## config.mk

```make
export PLATFORM = sky130hd
export DESIGN_NAME = text_word_tokenizer_unit
export DESIGN_NICKNAME = d
export VERILOG_FILES = /design/src/rtl/ttok_pkg.sv /design/src/rtl/ttok_front.sv /design/src/rtl/ttok_queue.sv /design/src/rtl/ttok_back.sv /design/src/rtl/text_word_tokenizer_unit.sv
export VERILOG_INCLUDE_DIRS = /design/src /design/src/rtl
export SDC_FILE = /design/constraint.sdc
export NUM_CORES = 1
export LEC_CHECK = 0
export BUFFER_PORTS_ARGS = -buffer_cell sky130_fd_sc_hd__buf_2
export CORE_UTILIZATION = 55
export CTS_BUF_LIST = sky130_fd_sc_hd__clkbuf_4
export CTS_CLUSTER_SIZE = 25
export DETAILED_ROUTE_END_ITERATION = 10
export GPL_TIMING_DRIVEN = 0
export HOLD_SLACK_MARGIN = 0.1
export PLACE_DENSITY = 0.83
export SLEW_MARGIN = 20
export SYNTH_ARGS = -nofsm -noshare
export SYNTH_HDL_FRONTEND = slang
export SYNTH_SLANG_ARGS = --single-unit
```

## constraint.sdc

```tcl
create_clock -name clk -period 6.39 [get_ports clk]
set_input_delay 0.3195 -clock clk [delete_from_list [all_inputs] [get_ports clk]]
set_output_delay 0.3195 -clock clk [all_outputs]
set_load 0.01 [all_outputs]
```

## src/rtl/assert_macros.svh

```systemverilog
// Assertion macros shared by the tokenizer RTL.
// Full checks in simulation; empty bodies when SYNTHESIS is defined.
`ifndef ASSERT_MACROS_SVH
`define ASSERT_MACROS_SVH
`ifndef SYNTHESIS
// A property that must hold at every clock edge outside reset.
`define TTOK_ASSERT(label, clk, rst_n, prop, msg) \
    label: assert property (@(posedge clk) disable iff (!rst_n) prop) else $error(msg);
// A condition that must never be true at a clock edge outside reset.
`define TTOK_ASSERT_NEVER(label, clk, rst_n, cond, msg) \
    label: assert property (@(posedge clk) disable iff (!rst_n) !(cond)) else $error(msg);
`else
`define TTOK_ASSERT(label, clk, rst_n, prop, msg)
`define TTOK_ASSERT_NEVER(label, clk, rst_n, cond, msg)
`endif
`endif

```

## src/rtl/ttok_pkg.sv

```systemverilog
// Package for the text word tokenizer: widths, character codes and the
// byte classification functions. Depends on nothing.
`timescale 1ns / 1ps

package ttok_pkg;

    localparam int CHAR_W             = 8;
    localparam int CHAR_IDX_W         = 6;
    localparam int WORD_IDX_W         = 16;
    localparam int DEF_MAX_WORD_LEN   = 64;
    localparam int DEF_MAX_TEXT_BYTES = 65536;
    localparam int MIN_WORD_LEN       = 2;

    // Two word banks: one fills while the other drains.
    localparam int NUM_BANKS   = 2;
    localparam int BANK_W      = 1;
    localparam int QUEUE_DEPTH = NUM_BANKS;

    localparam logic [CHAR_W-1:0] CHAR_HYPHEN = 8'h2D;
    localparam logic [CHAR_W-1:0] CHAR_SLASH  = 8'h2F;
    localparam logic [CHAR_W-1:0] CHAR_SPACE  = 8'h20;
    localparam logic [CHAR_W-1:0] CHAR_TAB    = 8'h09;
    localparam logic [CHAR_W-1:0] CHAR_CR     = 8'h0D;
    localparam logic [CHAR_W-1:0] UPPER_A     = 8'h41;
    localparam logic [CHAR_W-1:0] UPPER_Z     = 8'h5A;
    localparam logic [CHAR_W-1:0] LOWER_A     = 8'h61;
    localparam logic [CHAR_W-1:0] LOWER_Z     = 8'h7A;
    localparam logic [CHAR_W-1:0] DIGIT_0     = 8'h30;
    localparam logic [CHAR_W-1:0] DIGIT_9     = 8'h39;
    localparam logic [CHAR_W-1:0] CASE_OFFSET = 8'h20;

    localparam logic [WORD_IDX_W-1:0] WORD_IDX_MAX = '1;

    // Hand-back of a bank once its last character has been read.
    typedef struct packed {
        logic              valid;
        logic [BANK_W-1:0] bank;
    } bank_rel_t;

    // Space, tab, line feed, vertical tab, form feed and carriage return.
    function automatic logic is_space(input logic [CHAR_W-1:0] b);
        return b inside {CHAR_SPACE, [CHAR_TAB:CHAR_CR]};
    endfunction

    function automatic logic [CHAR_W-1:0] to_lower(input logic [CHAR_W-1:0] b);
        return (b inside {[UPPER_A:UPPER_Z]}) ? b + CASE_OFFSET : b;
    endfunction

    function automatic logic is_alpha(input logic [CHAR_W-1:0] c);
        return c inside {[LOWER_A:LOWER_Z]};
    endfunction

    function automatic logic is_word_char(input logic [CHAR_W-1:0] c);
        return is_alpha(c) || (c inside {[DIGIT_0:DIGIT_9], CHAR_SLASH});
    endfunction

endpackage

```

## src/rtl/ttok_front.sv

```systemverilog
// Front end of the tokenizer: takes text bytes, classifies them, writes
// word characters into the bank store and queues finished words.
// Depends on ttok_pkg and assert_macros.svh.
`timescale 1ns / 1ps
`include "assert_macros.svh"

module ttok_front #(
    parameter int  MAX_WORD_LEN   = ttok_pkg::DEF_MAX_WORD_LEN,
    parameter int  MAX_TEXT_BYTES = ttok_pkg::DEF_MAX_TEXT_BYTES,
    parameter type desc_t         = logic,
    parameter type store_wr_t     = logic
) (
    input  logic                         clk,
    input  logic                         rst_n,
    input  logic                         in_valid,
    output logic                         in_ready,
    input  logic [ttok_pkg::CHAR_W-1:0]  text_byte,
    input  logic                         end_of_text,
    output logic                         push_valid,
    output desc_t                        push_desc,
    output store_wr_t                    store_wr,
    input  ttok_pkg::bank_rel_t          bank_rel
);
    import ttok_pkg::*;

    localparam int CNT_W = $clog2(MAX_WORD_LEN + 1);
    localparam int IDX_W = $clog2(MAX_WORD_LEN);
    localparam int OFF_W = $clog2(MAX_TEXT_BYTES + 1);
    localparam logic [CNT_W-1:0] LEN_MAX = CNT_W'(MAX_WORD_LEN);
    localparam logic [CNT_W-1:0] MIN_LEN = CNT_W'(MIN_WORD_LEN);
    localparam logic [OFF_W-1:0] OFF_MAX = OFF_W'(MAX_TEXT_BYTES);

    logic [CNT_W-1:0]      cnt_reg, cnt_next;
    logic                  letter_reg, letter_next;
    logic                  hyph_reg, hyph_next;
    logic [OFF_W-1:0]      pos_reg, pos_next;
    logic [OFF_W-1:0]      start_reg, start_next;
    logic [WORD_IDX_W-1:0] wcount_reg, wcount_next;
    logic [BANK_W-1:0]     bank_reg, bank_next;
    logic [NUM_BANKS-1:0]  busy_reg, busy_next;

    logic                  accept;
    logic [CHAR_W-1:0]     lc;
    logic [OFF_W-1:0]      pos_inc;
    logic                  close;
    logic [OFF_W-1:0]      close_off;
    logic [CNT_W-1:0]      close_len;
    logic                  close_letter;

    // A byte is taken only while the bank being filled is free.
    assign in_ready = !busy_reg[bank_reg];
    assign accept   = in_valid && in_ready;
    assign lc       = to_lower(text_byte);
    assign pos_inc  = (pos_reg == OFF_MAX) ? OFF_MAX : pos_reg + 1'b1;

    // Byte classification and word building.
    always_comb
    begin
        cnt_next     = cnt_reg;
        letter_next  = letter_reg;
        hyph_next    = hyph_reg;
        pos_next     = pos_reg;
        start_next   = start_reg;
        wcount_next  = wcount_reg;
        bank_next    = bank_reg;
        busy_next    = busy_reg;
        close        = 1'b0;
        close_off    = pos_reg;
        close_len    = '0;
        close_letter = 1'b0;
        store_wr.en   = 1'b0;
        store_wr.addr = {bank_reg, cnt_reg[IDX_W-1:0]};
        store_wr.data = lc;
        push_valid   = 1'b0;

        if (accept)
        begin
            // Whitespace after a dropped hyphen is swallowed.
            if (!(hyph_reg && is_space(text_byte)))
            begin
                hyph_next = 1'b0;
                if (cnt_reg != '0 && text_byte == CHAR_HYPHEN)
                begin
                    hyph_next = 1'b1;
                end
                else if (is_word_char(lc))
                begin
                    if (cnt_reg == '0)
                    begin
                        start_next  = pos_reg;
                        letter_next = 1'b0;
                    end
                    if (cnt_reg < LEN_MAX)
                    begin
                        store_wr.en = 1'b1;
                        if (is_alpha(lc))
                        begin
                            letter_next = 1'b1;
                        end
                        cnt_next = cnt_reg + 1'b1;
                    end
                end
                else if (cnt_reg != '0)
                begin
                    close = 1'b1;
                end
            end
            pos_next = pos_inc;
            // At end of text a word still open after this byte closes one past it.
            if (end_of_text && !close && cnt_next != '0)
            begin
                close     = 1'b1;
                close_off = pos_inc;
            end
        end

        close_len    = cnt_next;
        close_letter = letter_next;

        if (close)
        begin
            if (close_len >= MIN_LEN && close_letter)
            begin
                push_valid          = 1'b1;
                busy_next[bank_reg] = 1'b1;
                bank_next           = bank_reg + BANK_W'(1);
                wcount_next = (wcount_reg == WORD_IDX_MAX) ? wcount_reg
                                                           : wcount_reg + 1'b1;
            end
            cnt_next    = '0;
            letter_next = 1'b0;
        end

        if (accept && end_of_text)
        begin
            cnt_next    = '0;
            letter_next = 1'b0;
            hyph_next   = 1'b0;
            pos_next    = '0;
            wcount_next = '0;
        end

        if (bank_rel.valid)
        begin
            busy_next[bank_rel.bank] = 1'b0;
        end
    end

    // Descriptor of the word being handed to the back end.
    always_comb
    begin
        push_desc           = '0;
        push_desc.bank      = bank_reg;
        push_desc.len       = close_len;
        push_desc.word_idx  = wcount_reg;
        push_desc.start_off = start_next;
        push_desc.end_off   = close_off;
    end

    // Control state.
    always_ff @(posedge clk or negedge rst_n)
    begin
        if (!rst_n)
        begin
            cnt_reg    <= '0;
            letter_reg <= 1'b0;
            hyph_reg   <= 1'b0;
            pos_reg    <= '0;
            start_reg  <= '0;
            wcount_reg <= '0;
            bank_reg   <= '0;
            busy_reg   <= '0;
        end
        else
        begin
            cnt_reg    <= cnt_next;
            letter_reg <= letter_next;
            hyph_reg   <= hyph_next;
            pos_reg    <= pos_next;
            start_reg  <= start_next;
            wcount_reg <= wcount_next;
            bank_reg   <= bank_next;
            busy_reg   <= busy_next;
        end
    end

    // Checks on bank ownership and the word counters.
    `TTOK_ASSERT(a_rel_held, clk, rst_n, bank_rel.valid |-> busy_reg[bank_rel.bank], "bank released while not held")
    `TTOK_ASSERT(a_cnt_range, clk, rst_n, cnt_reg <= LEN_MAX, "character count beyond word limit")
    `TTOK_ASSERT(a_eot_clear, clk, rst_n, accept && end_of_text |=> cnt_reg == '0 && pos_reg == '0, "end of text did not clear state")

endmodule

```

## src/rtl/ttok_queue.sv

```systemverilog
// Short descriptor queue between the tokenizer front and back ends.
// Depends on ttok_pkg and assert_macros.svh.
`timescale 1ns / 1ps
`include "assert_macros.svh"

module ttok_queue #(
    parameter type desc_t = logic
) (
    input  logic  clk,
    input  logic  rst_n,
    input  logic  push_valid,
    input  desc_t push_desc,
    input  logic  pop,
    output logic  q_valid,
    output desc_t q_desc
);
    import ttok_pkg::*;

    localparam int PTR_W = $clog2(QUEUE_DEPTH);
    localparam int CNT_W = $clog2(QUEUE_DEPTH + 1);
    localparam logic [CNT_W-1:0] FULL_CNT = CNT_W'(QUEUE_DEPTH);

    desc_t            entry_reg [QUEUE_DEPTH];
    logic [PTR_W-1:0] wr_ptr_reg, rd_ptr_reg;
    logic [CNT_W-1:0] count_reg;

    assign q_valid = count_reg != '0;
    assign q_desc  = entry_reg[rd_ptr_reg];

    // Entry storage.
    always_ff @(posedge clk)
    begin
        if (push_valid)
        begin
            entry_reg[wr_ptr_reg] <= push_desc;
        end
    end

    // Pointers and fill count.
    always_ff @(posedge clk or negedge rst_n)
    begin
        if (!rst_n)
        begin
            wr_ptr_reg <= '0;
            rd_ptr_reg <= '0;
            count_reg  <= '0;
        end
        else
        begin
            if (push_valid)
            begin
                wr_ptr_reg <= wr_ptr_reg + 1'b1;
            end
            if (pop)
            begin
                rd_ptr_reg <= rd_ptr_reg + 1'b1;
            end
            if (push_valid && !pop)
            begin
                count_reg <= count_reg + 1'b1;
            end
            else if (pop && !push_valid)
            begin
                count_reg <= count_reg - 1'b1;
            end
        end
    end

    // The bank scheme must keep the queue from overflowing.
    `TTOK_ASSERT_NEVER(a_q_overflow, clk, rst_n, push_valid && count_reg == FULL_CNT && !pop, "push into full queue")
    `TTOK_ASSERT_NEVER(a_q_underflow, clk, rst_n, pop && count_reg == '0, "pop from empty queue")
    `TTOK_ASSERT(a_q_count, clk, rst_n, count_reg <= FULL_CNT, "queue count out of range")

endmodule

```

## src/rtl/ttok_back.sv

```systemverilog
// Back end of the tokenizer: holds the two-bank word store and streams
// each queued word out one character per result through a read stage.
// Depends on ttok_pkg and assert_macros.svh.
`timescale 1ns / 1ps
`include "assert_macros.svh"

module ttok_back #(
    parameter int  MAX_WORD_LEN   = ttok_pkg::DEF_MAX_WORD_LEN,
    parameter int  MAX_TEXT_BYTES = ttok_pkg::DEF_MAX_TEXT_BYTES,
    parameter type desc_t         = logic,
    parameter type store_wr_t     = logic
) (
    input  logic                              clk,
    input  logic                              rst_n,
    input  logic                              q_valid,
    input  desc_t                             q_desc,
    output logic                              q_pop,
    input  store_wr_t                         store_wr,
    output ttok_pkg::bank_rel_t               bank_rel,
    output logic                              out_valid,
    input  logic                              out_ready,
    output logic [ttok_pkg::CHAR_W-1:0]       word_char,
    output logic [ttok_pkg::CHAR_IDX_W-1:0]   char_index,
    output logic                              word_last,
    output logic [ttok_pkg::WORD_IDX_W-1:0]   word_index,
    output logic [$clog2(MAX_TEXT_BYTES+1)-1:0] start_offset,
    output logic [$clog2(MAX_TEXT_BYTES+1)-1:0] end_offset
);
    import ttok_pkg::*;

    localparam int CNT_W     = $clog2(MAX_WORD_LEN + 1);
    localparam int IDX_W     = $clog2(MAX_WORD_LEN);
    localparam int OFF_W     = $clog2(MAX_TEXT_BYTES + 1);
    localparam int ADDR_W    = BANK_W + IDX_W;
    localparam int MEM_DEPTH = 2 ** ADDR_W;

    logic [CHAR_W-1:0]     mem [MEM_DEPTH];

    logic                  act_reg;
    desc_t                 desc_reg;
    logic [CNT_W-1:0]      k_reg;

    logic                  s1_valid_reg;
    logic [CHAR_W-1:0]     mem_q_reg;
    logic [CHAR_IDX_W-1:0] s1_idx_reg;
    logic                  s1_last_reg;
    logic [WORD_IDX_W-1:0] s1_widx_reg;
    logic [OFF_W-1:0]      s1_start_reg;
    logic [OFF_W-1:0]      s1_end_reg;

    logic                  out_valid_reg;
    logic [CHAR_W-1:0]     out_char_reg;
    logic [CHAR_IDX_W-1:0] out_idx_reg;
    logic                  out_last_reg;
    logic [WORD_IDX_W-1:0] out_widx_reg;
    logic [OFF_W-1:0]      out_start_reg;
    logic [OFF_W-1:0]      out_end_reg;

    logic                  s1_move;
    logic                  rd_en;
    logic                  rd_last;
    logic [ADDR_W-1:0]     rd_addr;

    // A read is issued only when the read stage is empty or passes its data on in this cycle.
    assign s1_move = s1_valid_reg && (!out_valid_reg || out_ready);
    assign rd_en   = act_reg && (!s1_valid_reg || s1_move);
    assign rd_last = (k_reg + 1'b1) == desc_reg.len;
    assign rd_addr = {desc_reg.bank, k_reg[IDX_W-1:0]};
    assign q_pop   = q_valid && !act_reg;

    // The bank goes back to the front once its last character is read.
    assign bank_rel.valid = rd_en && rd_last;
    assign bank_rel.bank  = desc_reg.bank;

    // Word store: one write port from the front, one registered read port.
    always_ff @(posedge clk)
    begin
        if (store_wr.en)
        begin
            mem[store_wr.addr] <= store_wr.data;
        end
        if (rd_en)
        begin
            mem_q_reg <= mem[rd_addr];
        end
    end

    // Word sequencer and valid flags.
    always_ff @(posedge clk or negedge rst_n)
    begin
        if (!rst_n)
        begin
            act_reg       <= 1'b0;
            k_reg         <= '0;
            s1_valid_reg  <= 1'b0;
            out_valid_reg <= 1'b0;
        end
        else
        begin
            if (q_pop)
            begin
                act_reg <= 1'b1;
                k_reg   <= '0;
            end
            else if (rd_en)
            begin
                if (rd_last)
                begin
                    act_reg <= 1'b0;
                end
                else
                begin
                    k_reg <= k_reg + 1'b1;
                end
            end

            if (rd_en)
            begin
                s1_valid_reg <= 1'b1;
            end
            else if (s1_move)
            begin
                s1_valid_reg <= 1'b0;
            end

            if (s1_move)
            begin
                out_valid_reg <= 1'b1;
            end
            else if (out_ready)
            begin
                out_valid_reg <= 1'b0;
            end
        end
    end

    // Payload of the descriptor, the read stage and the output register.
    always_ff @(posedge clk)
    begin
        if (q_pop)
        begin
            desc_reg <= q_desc;
        end
        if (rd_en)
        begin
            s1_idx_reg   <= CHAR_IDX_W'(k_reg);
            s1_last_reg  <= rd_last;
            s1_widx_reg  <= desc_reg.word_idx;
            s1_start_reg <= desc_reg.start_off;
            s1_end_reg   <= desc_reg.end_off;
        end
        if (s1_move)
        begin
            out_char_reg  <= mem_q_reg;
            out_idx_reg   <= s1_idx_reg;
            out_last_reg  <= s1_last_reg;
            out_widx_reg  <= s1_widx_reg;
            out_start_reg <= s1_start_reg;
            out_end_reg   <= s1_end_reg;
        end
    end

    assign out_valid    = out_valid_reg;
    assign word_char    = out_char_reg;
    assign char_index   = out_idx_reg;
    assign word_last    = out_last_reg;
    assign word_index   = out_widx_reg;
    assign start_offset = out_start_reg;
    assign end_offset   = out_end_reg;

    // Sequencer checks.
    `TTOK_ASSERT(a_k_range, clk, rst_n, act_reg |-> k_reg < desc_reg.len, "character index past word length")
    `TTOK_ASSERT(a_last_done, clk, rst_n, rd_en && rd_last |=> !act_reg, "sequencer busy after last character")
    `TTOK_ASSERT(a_pop_start, clk, rst_n, q_pop |=> act_reg && k_reg == '0, "word did not start at first character")

endmodule

```

## src/rtl/text_word_tokenizer_unit.sv

```systemverilog
// Top level of the text word tokenizer: front end, descriptor queue and
// back end with its two-bank word store. Depends on all files above.
`timescale 1ns / 1ps

// The unit takes one text byte per cycle on the input channel while
// in_ready is high, and emits each accepted word as one result per
// character, one per cycle while the output is not stalled, with its
// index, last mark and byte offsets. A word's characters are held in
// one of two banks: the front fills one bank while the back end reads the
// other out, so a byte is accepted every cycle unless both banks hold
// finished words; the input then waits until the back end has read the
// last character of the older word. After the closing byte is accepted,
// the word's descriptor passes through the queue and the sequencer, and
// its characters through the read stage and the output register. The back
// end pops the next descriptor only once it has read the last character
// of the current word. The store needs no clearing after reset.
module text_word_tokenizer_unit #(
    parameter int MAX_WORD_LEN   = ttok_pkg::DEF_MAX_WORD_LEN,
    parameter int MAX_TEXT_BYTES = ttok_pkg::DEF_MAX_TEXT_BYTES
) (
    input  logic                                clk,
    input  logic                                rst_n,
    input  logic                                in_valid,
    output logic                                in_ready,
    input  logic [ttok_pkg::CHAR_W-1:0]         text_byte,
    input  logic                                end_of_text,
    output logic                                out_valid,
    input  logic                                out_ready,
    output logic [ttok_pkg::CHAR_W-1:0]         word_char,
    output logic [ttok_pkg::CHAR_IDX_W-1:0]     char_index,
    output logic                                word_last,
    output logic [ttok_pkg::WORD_IDX_W-1:0]     word_index,
    output logic [$clog2(MAX_TEXT_BYTES+1)-1:0] start_offset,
    output logic [$clog2(MAX_TEXT_BYTES+1)-1:0] end_offset
);
    import ttok_pkg::*;

    localparam int CNT_W  = $clog2(MAX_WORD_LEN + 1);
    localparam int IDX_W  = $clog2(MAX_WORD_LEN);
    localparam int OFF_W  = $clog2(MAX_TEXT_BYTES + 1);
    localparam int ADDR_W = BANK_W + IDX_W;

    // Finished word as it travels from front to back.
    typedef struct packed {
        logic [BANK_W-1:0]     bank;
        logic [CNT_W-1:0]      len;
        logic [WORD_IDX_W-1:0] word_idx;
        logic [OFF_W-1:0]      start_off;
        logic [OFF_W-1:0]      end_off;
    } desc_t;

    // Character write into the word store.
    typedef struct packed {
        logic              en;
        logic [ADDR_W-1:0] addr;
        logic [CHAR_W-1:0] data;
    } store_wr_t;

    logic      push_valid;
    desc_t     push_desc;
    logic      q_valid;
    desc_t     q_desc;
    logic      q_pop;
    store_wr_t store_wr;
    bank_rel_t bank_rel;

    // Byte classification and word building.
    ttok_front #(
        .MAX_WORD_LEN  (MAX_WORD_LEN),
        .MAX_TEXT_BYTES(MAX_TEXT_BYTES),
        .desc_t        (desc_t),
        .store_wr_t    (store_wr_t)
    ) u_front (
        .clk        (clk),
        .rst_n      (rst_n),
        .in_valid   (in_valid),
        .in_ready   (in_ready),
        .text_byte  (text_byte),
        .end_of_text(end_of_text),
        .push_valid (push_valid),
        .push_desc  (push_desc),
        .store_wr   (store_wr),
        .bank_rel   (bank_rel)
    );

    // Finished words waiting for the back end.
    ttok_queue #(
        .desc_t(desc_t)
    ) u_queue (
        .clk       (clk),
        .rst_n     (rst_n),
        .push_valid(push_valid),
        .push_desc (push_desc),
        .pop       (q_pop),
        .q_valid   (q_valid),
        .q_desc    (q_desc)
    );

    // Character emission.
    ttok_back #(
        .MAX_WORD_LEN  (MAX_WORD_LEN),
        .MAX_TEXT_BYTES(MAX_TEXT_BYTES),
        .desc_t        (desc_t),
        .store_wr_t    (store_wr_t)
    ) u_back (
        .clk         (clk),
        .rst_n       (rst_n),
        .q_valid     (q_valid),
        .q_desc      (q_desc),
        .q_pop       (q_pop),
        .store_wr    (store_wr),
        .bank_rel    (bank_rel),
        .out_valid   (out_valid),
        .out_ready   (out_ready),
        .word_char   (word_char),
        .char_index  (char_index),
        .word_last   (word_last),
        .word_index  (word_index),
        .start_offset(start_offset),
        .end_offset  (end_offset)
    );

endmodule
```

==> After elaboration in Yosys (flattened, before gate mapping) <==
Memories as Yosys holds them, arrays and structs flattened. A register that Yosys moved wholly into a read port is not among the register bits.
Index checks and enable logic that the tools add are counted.
{ "classes": {"eq_ne": 9, "n_addsub": 10, "magnitude_cmp": 14, "reduce_logical": 48, "muxes": 75, "n_bitwise": 3} }
{ "op_table": {"columns": ["operator", "count"], "rows": [
  ["17-bit two-way mux", 10],
  ["7-bit two-way mux", 11],
  ["16-bit two-way mux", 4],
  ["1-bit two-way mux", 42],
  ["8-bit by 6-bit equality test with 1-bit output, second input constant", 3],
  ["2-bit nonzero test", 11],
  ["1-bit logical AND", 19],
  ["17-bit by 1-bit adder with 17-bit output, second input constant", 1],
  ["17-bit equality test, second input constant", 1],
  ["16-bit by 1-bit adder with 16-bit output, second input constant", 1],
  ["16-bit equality test, second input constant", 1],
  ["8-bit by 7-bit >= comparator with 1-bit output, second input constant", 2],
  ["8-bit by 7-bit less-or-equal comparator with 1-bit output, second input constant", 2],
  ["7-bit by 1-bit adder with 7-bit output, second input constant", 2],
  ["7-bit nonzero test", 2],
  ["2-bit two-way mux", 5],
  ["8-bit by 6-bit adder with 8-bit output, second input constant", 1],
  ["8-bit by 4-bit >= comparator with 1-bit output, second input constant", 1],
  ["8-bit by 6-bit >= comparator with 1-bit output, second input constant", 1],
  ["8-bit by 4-bit less-or-equal comparator with 1-bit output, second input constant", 1],
  ["8-bit by 6-bit less-or-equal comparator with 1-bit output, second input constant", 1],
  ["8-bit two-way mux", 1],
  ["2-bit AND reduction", 4],
  ["7-bit equality test", 1],
  ["16 further kinds", 31]
]} }
{ "totals": {"in_bits": 13, "mem_count": 2, "mem_bits_rw": 1140, "elab_cells": 187, "reg_bits": 198} }
{ "memory_table": {"columns": ["name", "words", "width", "rd", "rd_ports_with_merged_regs", "write_ports", "line", "source"], "rows": [
  ["u_back.mem", 128, 8, 1, 1, 1, "ttok_back.sv:37", "logic [CHAR_W-1:0] mem [MEM_DEPTH];"],
  ["u_queue.entry_reg", 2, 58, 1, 1, 1, "ttok_queue.sv:23", "desc_t entry_reg [QUEUE_DEPTH];"]
]} }

==> Longest topological paths before layout <==
{ "depth": {"depth_word": 21, "ltp_mapped": 16} }

==> By module <==
From an unflattened synthesis, not the netlist that was laid out.
{ "unflattened": {"cells_unflattened": 2889, "area_unflattened_um2": 54619.9} }
{ "modules_own_cells": {"columns": ["module", "seq_area_each_um2", "cells_each", "area_per_inst_um2", "instances"], "rows": [
  ["ttok_back", 36645.1, 2242, 46186.8, 1],
  ["ttok_queue", 3583.4, 196, 4414.2, 1],
  ["ttok_front", 1551.5, 451, 4018.9, 1]
]} }

==> Worst setup path after synthesis <==
OpenSTA, ideal clock, no wires.
{ "synth_path": {"kind": "register -> register", "start": "register u_back.out_valid_reg, in the netlist u_back.out_valid", "end": "register u_back.k_reg[3]", "slack_ns": -0.281, "path_buffers": 1, "stages_incl_launch_ff": 8, "arrival_ns": 6.402, "required_time_ns": 6.122, "synth_period_minus_slack_ns": 6.671, "cell_sequence": "dfrtp_1 nor2b_1 a21boi_0 nor2b_1 clkbuf_1 nand3_1 xor2_1 nor2_1"} }
{ "synth_via": {"elab_chain_cells": 7} }
{ "synth_rtl": {"columns": ["element", "line", "source"], "rows": [
  ["start, declared", "ttok_back.sv:51", "logic out_valid_reg;"],
  ["start signal, assigned", "ttok_back.sv:96", "out_valid_reg <= 1'b0;"],
  ["start signal, assigned", "ttok_back.sv:128", "out_valid_reg <= 1'b1;"],
  ["start signal, assigned", "ttok_back.sv:132", "out_valid_reg <= 1'b0;"],
  ["1-bit logical NOT", "ttok_back.sv:65", "assign s1_move = s1_valid_reg && (!out_valid_reg || out_ready);"],
  ["1-bit logical OR", "ttok_back.sv:65", null],
  ["1-bit logical AND", "ttok_back.sv:65", null],
  ["1-bit logical OR", "ttok_back.sv:66", "assign rd_en = act_reg && (!s1_valid_reg || s1_move);"],
  ["1-bit logical AND", "ttok_back.sv:66", null],
  ["via u_back.rd_en", "ttok_back.sv:60", "logic rd_en;"],
  ["2-bit nonzero test (no line)", null, null],
  ["2-bit AND reduction (no line)", null, null],
  ["end signal, assigned", "ttok_back.sv:113", "k_reg <= k_reg + 1'b1;"],
  ["end, declared", "ttok_back.sv:41", "logic [CNT_W-1:0] k_reg;"]
]} }
The timed path passes the listed nets, and every way through them passes these cells.
A chain may end at the register's enable or synchronous reset.

==> impl_table.tex <==
\begin{tabular}{lr}
\hline
Metric & Value \\
\hline
\multicolumn{2}{l}{\textbf{Pwr}} \\
\quad Static leakage & 0.0209 uW \\
\quad Peak VDD IR & 0.191 mV \\
\quad Power per unit of standard cell area & 390 nW/um2 \\
\quad Total power & 24200 uW \\
\multicolumn{2}{l}{\textbf{Routing}} \\
\quad Total vias in the final route & 31800 \\
\quad Via/cell ratio & 6.29 \\
\quad DRT Wirelength & 132000 um \\
\quad Pre-Repair DR Iteration Count & 6 \\
\quad Initial detailed-routing violation count & 4859 \\
\quad Number of design rule violations left after detail routing & 0 \\
\quad Final routed wire length divided by cell count & 26.1 um \\
\quad Number of nets with antenna violations after routing & 0 \\
\multicolumn{2}{l}{\textbf{Run status}} \\
\quad Result of the run & completed \\
\multicolumn{2}{l}{\textbf{Logic synthesis}} \\
\quad YS warnings & 0 \\
\quad Register bit count reported by yosys & 1404 \\
\quad Share of synthesized area occupied by flip-flops and latches & 76.4\% \\
\quad Number of cells produced by synthesis & 3046 \\
\quad Portion of synthesized cell area occupied by the leading cell type & 72.9\% \\
\quad Net count of the mapped netlist & 3068 \\
\quad Primary FF master, synth & sky130\_fd\_sc\_hd\_\_edfxtp\_1 \\
\quad Share of synthesized flip-flops with an asynchronous set or reset & 5.41\% \\
\quad Cell types with the largest area share after synthesis & sky130\_fd\_sc\_hd\_\_edfxtp\_1, sky130\_fd\_sc\_hd\_\_mux4\_2, sky130\_fd\_sc\_hd\_\_mux2i\_1 \\
\quad Unique cell type count in the Yosys netlist & 66 \\
\quad Mapped Area & 54700 um2 \\
\quad Avg Inst Size Synth & 17.9 um2 \\
\quad Leading area contributor after synthesis & sky130\_fd\_sc\_hd\_\_edfxtp\_1 \\
\quad Number of enable flip-flop cells after synthesis & 1328 \\
\multicolumn{2}{l}{\textbf{Global route}} \\
\quad Number of antenna violations at the first check in global routing & 5 \\
\quad Maximum number of pins on one net before global-route repair & 102 \\
\quad GRT Total Usage & 26.3\% \\
\quad Leftover overflow at the end of global routing & 0 \\
\quad Vias in the first global route & 31800 \\
\quad First-pass GRT wire length & 193000 um \\
\multicolumn{2}{l}{\textbf{Placed design}} \\
\quad Routability congestion estimate from global placement & 0.978 \\
\quad Post-DP HPWL & 84200 um \\
\quad Count of buffers inserted at the top-level ports & 78 \\
\quad Placed standard-cell area & 57500 um2 \\
\quad Count of placed standard cells including taps & 4440 \\
\multicolumn{2}{l}{\textbf{Timing}} \\
\quad Headroom to the max-slew limit & 26.0\% \\
\quad Fin crit period & 5.22 ns \\
\quad Final hold vios & 0 \\
\quad Worst hold slack & 0.208 ns \\
\quad Max-slew violations & 0 \\
\quad Setup repair after global routing missed its margin & false \\
\quad Count of endpoints failing setup in the final report & 0 \\
\quad Least-Margin Pin Slew & 1.11 ns \\
\quad Largest clock skew in the final design & 0.133 ns \\
\quad Max Fclk & 0.191 GHz \\
\quad Post-route fraction of the period consumed by the critical path & 81.7\% \\
\multicolumn{2}{l}{\textbf{Hold path}} \\
\quad Hold wc startpoint & text\_byte[0] \\
\quad Hold-critical path depth & 2 \\
\quad Min-delay worst type & in2reg \\
\quad Worst min-delay path endpoint & u\_back.mem[115][0] \\
\multicolumn{2}{l}{\textbf{Clocking}} \\
\quad Clock transition time at the flip-flop clock pins of the worst setup and hold paths & 0.07 ns \\
\quad Number of H-tree levels & 5 \\
\quad Clock tree root buffer cell & sky130\_fd\_sc\_hd\_\_clkbuf\_4 \\
\quad TritonCTS clock tree & done \\
\quad Clock insertion delay at the later pin of the skew report & 1.21 ns \\
\quad Max Buffers Root-to-Sink & 4 \\
\quad Setup Buffers After CTS & 0 \\
\quad Total clock sinks & 1404 \\
\quad TritonCTS buffer count & 343 \\
\multicolumn{2}{l}{\textbf{Worst setup path}} \\
\quad Worst r2r path cells & 10 \\
\quad CP arrival & 6.23 ns \\
\quad Highest fanout seen on the critical path & 10 \\
\quad WS Path Type & reg2reg \\
\quad Sort of element at the start of the critical path & flip-flop \\
\quad Crit path required time & 7.40 ns \\
\quad Reg-to-reg critical path startpoint & u\_back.k\_reg[0] \\
\quad Worst setup slack for register-to-register paths & 1.17 ns \\
\quad Crit end category & flip-flop \\
\quad Worst setup startpoint & u\_back.k\_reg[0] \\
\quad Reg2reg end & u\_back.mem\_q\_reg[5] \\
\multicolumn{2}{l}{\textbf{Floorplan}} \\
\quad Die area & 101000 um2 \\
\quad Number of ports placed on the die boundary & 80 \\
\quad Cell Rows & 115 \\
\quad Die width & 317 um \\
\quad Initial standard-cell utilization of the core & 55.5\% \\
\quad Core area & 98400 um2 \\
\quad Die H & 317 um \\
\multicolumn{2}{l}{\textbf{Cells and area}} \\
\quad Finished Layout Cells & 5054 \\
\quad Proportion of layout cells with a drive suffix above 1 & 25.6\% \\
\quad Max FFs per register & 1024 \\
\quad Area delta synth->final & 13.4\% \\
\quad Final Cell Area & 62000 um2 \\
\quad Nets@finish & 3544 \\
\multicolumn{2}{l}{\textbf{Job}} \\
\quad Number of max-capacitance violations reported & 0 \\
\hline
\end{tabular}
## how the worst max path moves through the flow
stage | end | slack, ns
2_1_floorplan | u_back.mem[0][5] | 0.52
3_5_place_dp | u_back.mem[104][4] | 1.05
6_report | u_back.mem_q_reg[5] | 1.17
5_1_grt | u_back.mem[102][1] | 1.17
3_3_place_gp | u_back.mem[56][5] | -5.81
4_1_cts | u_back.mem_q_reg[5] | 1.44
## area by class of cell
class / instances / area, um2
fill: 6458 / 36500
timing repair buffer: 131 / 1400
inverter: 13 / 48.8
clock buffer: 492 / 3690
multi-input combinational: 1449 / 12200
sequential: 1404 / 41800
clock inverter: 95 / 505
buffer: 180 / 728
antenna: 3 / 7.51
tap: 1287 / 1610
## worst max-delay path: stages (launching register included)
cell                       delay [ns]
sky130_fd_sc_hd__dfrtp_1         0.50
sky130_fd_sc_hd__clkbuf_1        0.85
sky130_fd_sc_hd__buf_1           0.68
sky130_fd_sc_hd__clkbuf_1        0.68
sky130_fd_sc_hd__mux2i_1         0.15
sky130_fd_sc_hd__o21ai_0         0.36
sky130_fd_sc_hd__o22ai_1         0.16
sky130_fd_sc_hd__a211oi_1        0.70
sky130_fd_sc_hd__a211oi_1        0.12
sky130_fd_sc_hd__a211oi_1        0.64
sky130_fd_sc_hd__a21o_1          0.21
## per-stage QoR
step	setup WS, ns	TNS [ns]	utilization (%)
2_1_floorplan	0.521	0	-
3_3_place_gp	-5.81	-1112.97	57.6
3_5_place_dp	1.05	0	58.4
4_1_cts	1.44	0	62.9
5_1_grt	1.17	0	63.0
6_report	1.17	0	63.0
## synthesized netlist by cell type (3+ instances only)
library cell and n:
sky130_fd_sc_hd__clkbuf_1 123, sky130_fd_sc_hd__or3_1 6, sky130_fd_sc_hd__dfrtp_1 76, sky130_fd_sc_hd__edfxtp_1 1328
sky130_fd_sc_hd__and3_1 21, sky130_fd_sc_hd__nor2b_1 12, sky130_fd_sc_hd__o221ai_1 64, sky130_fd_sc_hd__nor3_1 11
sky130_fd_sc_hd__nor4_1 5, sky130_fd_sc_hd__nor4b_1 3, sky130_fd_sc_hd__a21oi_1 148, sky130_fd_sc_hd__xnor2_1 16
sky130_fd_sc_hd__o21ai_2 3, sky130_fd_sc_hd__ha_1 9, sky130_fd_sc_hd__mux4_2 136, sky130_fd_sc_hd__a31oi_1 5
sky130_fd_sc_hd__xor2_1 18, sky130_fd_sc_hd__and4_1 3, sky130_fd_sc_hd__nand2b_1 7, sky130_fd_sc_hd__inv_1 13
sky130_fd_sc_hd__mux2_2 138, sky130_fd_sc_hd__a211oi_1 33, sky130_fd_sc_hd__o22ai_1 64, sky130_fd_sc_hd__nand3_1 26
sky130_fd_sc_hd__mux2i_1 200, sky130_fd_sc_hd__or2_2 9, sky130_fd_sc_hd__nor2_1 177, sky130_fd_sc_hd__or4_1 12
sky130_fd_sc_hd__nand4_1 6, sky130_fd_sc_hd__and2_1 3, sky130_fd_sc_hd__a21o_1 10, sky130_fd_sc_hd__buf_1 37
sky130_fd_sc_hd__buf_2 16, sky130_fd_sc_hd__o31ai_1 26, sky130_fd_sc_hd__o21ai_0 104, sky130_fd_sc_hd__nand2_1 139
## layer usage
metal	track usage [%]	vias up	wire length, um
met5	0.568	-	94
met2	40.8	2321	62700
li1	-	13300	-
met4	12.8	4	5690
met3	7.09	375	15700
met1	34.5	15800	47700
## placed cells by master, fill, tap and decap left out, types with 76 or more instances in the layout
master	instances
sky130_fd_sc_hd__edfxtp_1	1328
sky130_fd_sc_hd__clkbuf_4	492
sky130_fd_sc_hd__mux2i_1	200
sky130_fd_sc_hd__nor2_1	175
sky130_fd_sc_hd__a21oi_1	148
sky130_fd_sc_hd__nand2_1	139
sky130_fd_sc_hd__mux2_2	138
sky130_fd_sc_hd__mux4_2	136
sky130_fd_sc_hd__clkbuf_1	119
sky130_fd_sc_hd__o21ai_0	104
sky130_fd_sc_hd__buf_2	90
sky130_fd_sc_hd__dfrtp_1	76
## logic make-up after synthesis
logic type	Yosys count	share of synthesized area [%]
buffers and inverters	193	1.40
adder cells (fa/ha/maj)	9	0.206
multiplexers	475	12.1
flip-flops	1404	76.4
XOR/XNOR	34	0.545
AO/OA/AOI/OAI	484	5.60
AND/OR/NAND/NOR	447	3.68
## repair_timing
action                                 in CTS  in global routing
endpoints found under the hold margin    1012                  0
resized for setup                           0                  0
hold buffers                               24                  0
## power breakdown
part           total (uW)  leakage [uW]  switching (uW)  internal [uW]
Sequential          10700        0.0132             146          10500
Combinational        6330       0.00520            3990           2340
Clock                7160       0.00251            3460           3700
Total               24200        0.0209            7590          16600
(Power assumes the default switching activity.)
